$ cat src/rtl/mpmc_pkg.sv
`timescale 1ns / 1ps
package mpmc_pkg;

  localparam int OP_W          = 2;
  localparam int LETTER_W      = 5;
  localparam int TOTAL_W       = 32;
  localparam int HITS_W        = 16;
  localparam int MAX_NODES_DEF = 1024;
  localparam int ALPHA_DEF     = 26;

  typedef enum logic [OP_W-1:0] {
    OP_CLEAR,
    OP_PATTERN,
    OP_BUILD,
    OP_TEXT
  } op_e;

  // which node row the goto memory reads this cycle
  typedef enum logic [1:0] {
    RS_SCAN,
    RS_CUR,
    RS_QDATA,
    RS_FAIL
  } rsel_e;

  typedef struct packed {
    logic  latch;
    logic  clear;
    rsel_e rsel;
    logic  pat_take;
    logic  pat_ovf;
    logic  pat_link;
    logic  pat_new;
    logic  pat_hit;
    logic  txt_out;
    logic  b_init;
    logic  b_x;
    logic  b_f;
    logic  b_f2;
    logic  b_rd;
    logic  b_fill;
    logic  b_c;
    logic  b_wb;
    logic  b_done;
    logic  t_inc;
  } cmd_t;

  typedef struct packed {
    op_e  op;
    logic letter_ok;
    logic built;
    logic fin;
    logic child_zero;
    logic full;
    logic out_busy;
    logic q_more;
    logic c_zero;
    logic t_last;
  } status_t;

  function automatic logic [HITS_W-1:0] hits_sat(input logic [HITS_W-1:0] a,
                                                 input logic [HITS_W-1:0] b);
    logic [HITS_W:0] s;
    s = {1'b0, a} + {1'b0, b};
    return s[HITS_W] ? '1 : s[HITS_W-1:0];
  endfunction

endpackage

$ cat src/rtl/mpmc_ctrl.sv
`timescale 1ns / 1ps
module mpmc_ctrl import mpmc_pkg::*; (
  input  logic    clk_i,
  input  logic    rst_ni,
  input  logic    in_valid_i,
  output logic    in_ready_o,
  input  status_t status_i,
  output cmd_t    cmd_o
);

  typedef enum logic [3:0] {
    S_INIT, S_IDLE, S_P_RD, S_P_DEC, S_P_NEW, S_P_HIT, S_T_HIT, S_T_OUT,
    S_B_INIT, S_B_POP, S_B_X, S_B_F, S_B_F2, S_B_T, S_B_C, S_B_WB
  } state_e;

  state_e state_q, state_d;

  assign in_ready_o = (state_q == S_IDLE);

  always_comb begin
    cmd_o      = '0;
    cmd_o.rsel = RS_SCAN;
    state_d    = state_q;
    unique case (state_q)
      S_INIT: begin
        cmd_o.clear = 1'b1;
        state_d     = S_IDLE;
      end
      S_IDLE: begin
        cmd_o.latch = in_valid_i;
        if (in_valid_i) begin
          unique case (status_i.op)
            OP_CLEAR:   cmd_o.clear = 1'b1;
            OP_PATTERN: if (status_i.letter_ok && !status_i.built) state_d = S_P_RD;
            OP_BUILD:   if (!status_i.built) state_d = S_B_INIT;
            OP_TEXT:    if (status_i.letter_ok) state_d = S_T_HIT;
            default:    state_d = S_IDLE;
          endcase
        end
      end
      S_P_RD: begin
        cmd_o.rsel = RS_CUR;
        state_d    = S_P_DEC;
      end
      S_P_DEC: begin
        priority if (!status_i.child_zero) begin
          cmd_o.pat_take = 1'b1;
          state_d        = status_i.fin ? S_P_HIT : S_IDLE;
        end else if (status_i.full) begin
          cmd_o.pat_ovf = 1'b1;
          state_d       = S_IDLE;
        end else begin
          cmd_o.pat_link = 1'b1;
          state_d        = S_P_NEW;
        end
      end
      S_P_NEW: begin
        cmd_o.pat_new = 1'b1;
        state_d       = S_IDLE;
      end
      S_P_HIT: begin
        cmd_o.pat_hit = 1'b1;
        state_d       = S_IDLE;
      end
      S_T_HIT: begin
        state_d = S_T_OUT;
      end
      S_T_OUT: begin
        // hold until the output register is free
        if (!status_i.out_busy) begin
          cmd_o.txt_out = 1'b1;
          state_d       = S_IDLE;
        end
      end
      S_B_INIT: begin
        cmd_o.b_init = 1'b1;
        state_d      = S_B_POP;
      end
      S_B_POP: begin
        if (status_i.q_more) begin
          state_d = S_B_X;
        end else begin
          cmd_o.b_done = 1'b1;
          state_d      = S_IDLE;
        end
      end
      S_B_X: begin
        cmd_o.b_x  = 1'b1;
        cmd_o.rsel = RS_QDATA;
        state_d    = S_B_F;
      end
      S_B_F: begin
        cmd_o.b_f  = 1'b1;
        cmd_o.rsel = RS_FAIL;
        state_d    = S_B_F2;
      end
      S_B_F2: begin
        cmd_o.b_f2 = 1'b1;
        state_d    = S_B_T;
      end
      S_B_T: begin
        if (status_i.c_zero) begin
          cmd_o.b_fill = 1'b1;
          cmd_o.t_inc  = !status_i.t_last;
          state_d      = status_i.t_last ? S_B_WB : S_B_T;
        end else begin
          cmd_o.b_rd = 1'b1;
          state_d    = S_B_C;
        end
      end
      S_B_C: begin
        cmd_o.b_c   = 1'b1;
        cmd_o.t_inc = !status_i.t_last;
        state_d     = status_i.t_last ? S_B_WB : S_B_T;
      end
      S_B_WB: begin
        cmd_o.b_wb = 1'b1;
        state_d    = S_B_POP;
      end
      default: state_d = S_IDLE;
    endcase
  end

  always_ff @(posedge clk_i or negedge rst_ni) begin
    if (!rst_ni) begin
      state_q <= S_INIT;
    end else begin
      state_q <= state_d;
    end
  end

endmodule

$ cat config.mk
export PLATFORM = sky130hd
export DESIGN_NAME = mpmc_ctrl
export DESIGN_NICKNAME = d
export VERILOG_FILES = /design/src/rtl/mpmc_pkg.sv /design/src/rtl/mpmc_ctrl.sv
export SDC_FILE = /design/constraint.sdc
export NUM_CORES = 1
export LEC_CHECK = 0
export BUFFER_PORTS_ARGS = -buffer_cell sky130_fd_sc_hd__buf_4
export CAP_MARGIN = 20
export CORE_MARGIN = 2
export CORE_UTILIZATION = 40
export DETAILED_ROUTE_END_ITERATION = 10
export PLACE_DENSITY_LB_ADDON = 0.1
export SYNTH_ARGS = -nofsm -noshare
export SYNTH_HDL_FRONTEND = slang
export SYNTH_SLANG_ARGS = --single-unit
$ cat constraint.sdc
create_clock -name clk_i -period 1.4 [get_ports clk_i]
set_input_delay 0.21 -clock clk_i [delete_from_list [all_inputs] [get_ports clk_i]]
set_output_delay 0.21 -clock clk_i [all_outputs]
set_load 0.02 [all_outputs]
==> flow_summary.toml <==
[synth]
synth_common_cells = "nor2_1 (10), nor3_1 (10), a21oi_1 (5), inv_1 (5), nand2_1 (5)"
yosysTopAreaCell = "dfrtp_1"
avgSynthCellArea_um2 = 6.95
synthTopCellsByArea = "dfrtp_1 (19%), nor3_1 (9.5%), nor2_1 (7.1%), a21oi_1 (4.7%), nand2b_1 (4.7%)"
synthCells = 76
ys_warn_count = 0
syn-num-nets = 90
synth_edf_count = 0
ys_ff_latch = 4
synthArstFlopShare_pct = 100
synth_seq_area_share_pct = 19.0
yosysUniqueCellTypes = 34
syn_area_um2 = 528
synth_flop_cell = "dfrtp_1"
yosysTopAreaCellShare_pct = 19.0

[detailed_routing]
final_antenna_net_count = 0
vias = 929
drtPass1Iterations = 4
wl_um = 3000
drc = 0
wire_per_inst_um = 20.0
first_iter_violations = 33
avgViaCountPerCell = 6.19

[critical_path]
crit_arrival_ps = 1450
required_ps = 1190
cp-end-kind = "primary output"
timing.rr.start = "state_q[3]"
critPathMaxFanout = 8
worst_setup_path_start_kind = "register"
timing.rr.end = "state_q[0]"
criticalPathCategory = "register to primary output"
r2r_slack_ps = -80
rr_worst_depth = 6

[clocking]
cts_sinks = 4
cts.path.max_buffers = 2
clk-insertion-delay-late_ps = 240
cts_made_buffers = 3
cts_root_buf = "clkbuf_4"
path_clk_slew_ps = 40
h-tree-depth = 1
cts_tree = "built"

[floorplan]
ios = 35
initial_core_util_pct = 41.6
rows = 13
die-area_um2 = 1630
core_um2 = 1270
die_w_um = 40.3
dieHeight_um = 40.3

[pwr]
ir_drop_mv = 1.45
p_leak_nw = 0.538
power_density_nw_per_um2 = 1860

[min_path]
min_to = "state_q[3]"
worstHoldPathCells = 3
min_from = "in_valid_i"
hold_path_class = "input port to register"

[grt]
grt_first_pass_wirelength_um = 2900
grt-ovfl-total = 0
first_global_vias = 707
grt_util_all_layers_pct = 26.3
antenna_found_initial = 0
grt_max_degree = 10

[outcome]
violations = "negative setup slack"
outcome = "complete, but fails checks"

[sta]
post-route-min-period_ps = 1660
max_clock_freq_mhz = 604
drv_slew = 0
worst_slew_pin_slew_ps = 360
final_hold_viol_count = 0
fin_worst_skew_ps = 3.96
setup_viol = 25
period_share_pct = 118
whs_ps = 325
timing.final.ws_setup_ps = -256
relSlewSlack_pct = 75.8
rsz0062_at_grt = "yes"

[finish]
stdcell_count = 150
fin_nets = 151
regMostFlops = "state_q"
drive_above_1_share_pct = 70.4
postLayoutCellArea_um2 = 1180
top_regs = "state_q (4)"
largest_register_ffs = 4
antenna_cells = 0
synthToLayoutAreaGrowth_pct = 123

[place]
pre_cts_slack_ps = -18.4
post-dp-hpwl_um = 1380
gp_congestion = 0.878
port_buffers = 34
postPlaceCellArea_um2 = 881
place_inst = 132

[job]
cap_violations = 0
==> layer usage <==
metal  global-route usage, %  up-vias  wire (um)
li1                        -      394          -
met1                    32.2      431       1080
met2                    46.0       82       1500
met3                    6.67       22        248
met4                    5.00        0        170
met5                       0        -          0
==> worst max-delay path by stage <==
stage | slack [ps] | to | from
finish | -260 | cmd_o[4] | state_q[3]
global route | -330 | cmd_o[9] | state_q[2]
CTS | -150 | cmd_o[0] | state_q[1]
detailed placement | -20 | cmd_o[19] | state_q[1]
global placement | 9 | cmd_o[13] | state_q[2]
floorplan | -20 | cmd_o[10] | state_q[1]
==> kinds of logic after synthesis <==
family / synth area share [%]
flops: 19.0
compound gates: 25.1
xor+xnor: 1.66
buf+inv: 9.72
simple gates: 44.6
==> power breakdown <==
group | internal [mW] | switching, mW | total [mW]
Sequential | 0.168 | 0.0912 | 0.260
Combinational | 0.881 | 0.898 | 1.78
Clock | 0.0964 | 0.0548 | 0.151
Total | 1.15 | 1.04 | 2.19
==> metrics by stage <==
step           power [mW]  setup TNS (ps)  utilization [%]
2_1_floorplan       0.915           -32.9                -
3_3_place_gp         1.35               0             69.4
3_5_place_dp         1.36           -18.4             69.4
4_1_cts              1.78           -1470             82.8
5_1_grt              2.28           -4030             92.7
6_report             2.19           -2810             92.7
==> cell usage in the layout, fill, tap and decap left out, types with 2 or more instances in the layout <==
cell type,Yosys,layout
inv_1,5,4
nor2_4,0,2
dfrtp_2,0,4
buf_6,1,9
nor3_2,0,6
a211oi_2,1,3
inv_2,1,2
nand2b_4,0,2
nor2_1,10,7
o21ai_0,2,2
nor3_1,10,4
nand2_1,5,3
a21oi_1,5,3
buf_4,1,50
clkbuf_4,0,3
a21oi_2,0,2
==> layout make-up <==
cell class	instances	area, um2
sequential	4	105
timing repair buffer	60	487
clock buffer	3	22.5
multi-input combinational	62	520
inverter	6	22.5
fill	45	92.6
tap	15	18.8
==> timing repair <==
item | 4_1_cts | 5_1_grt
setup endpoints to repair | 21 | 25
pin swaps | 4 | 9
resized for setup | 20 | 22
buffers inserted | 9 | 5
endpoints found under the hold margin | 4 | 0
hold buffers | 1 | 0
==> critical path, cell delays in order, from the launching register on <==
cell and delay [ps]:
dfrtp_2 440, buf_4 140, nand2_2 110, nor3_1 300, buf_4 200
(Power assumes the default switching activity.)
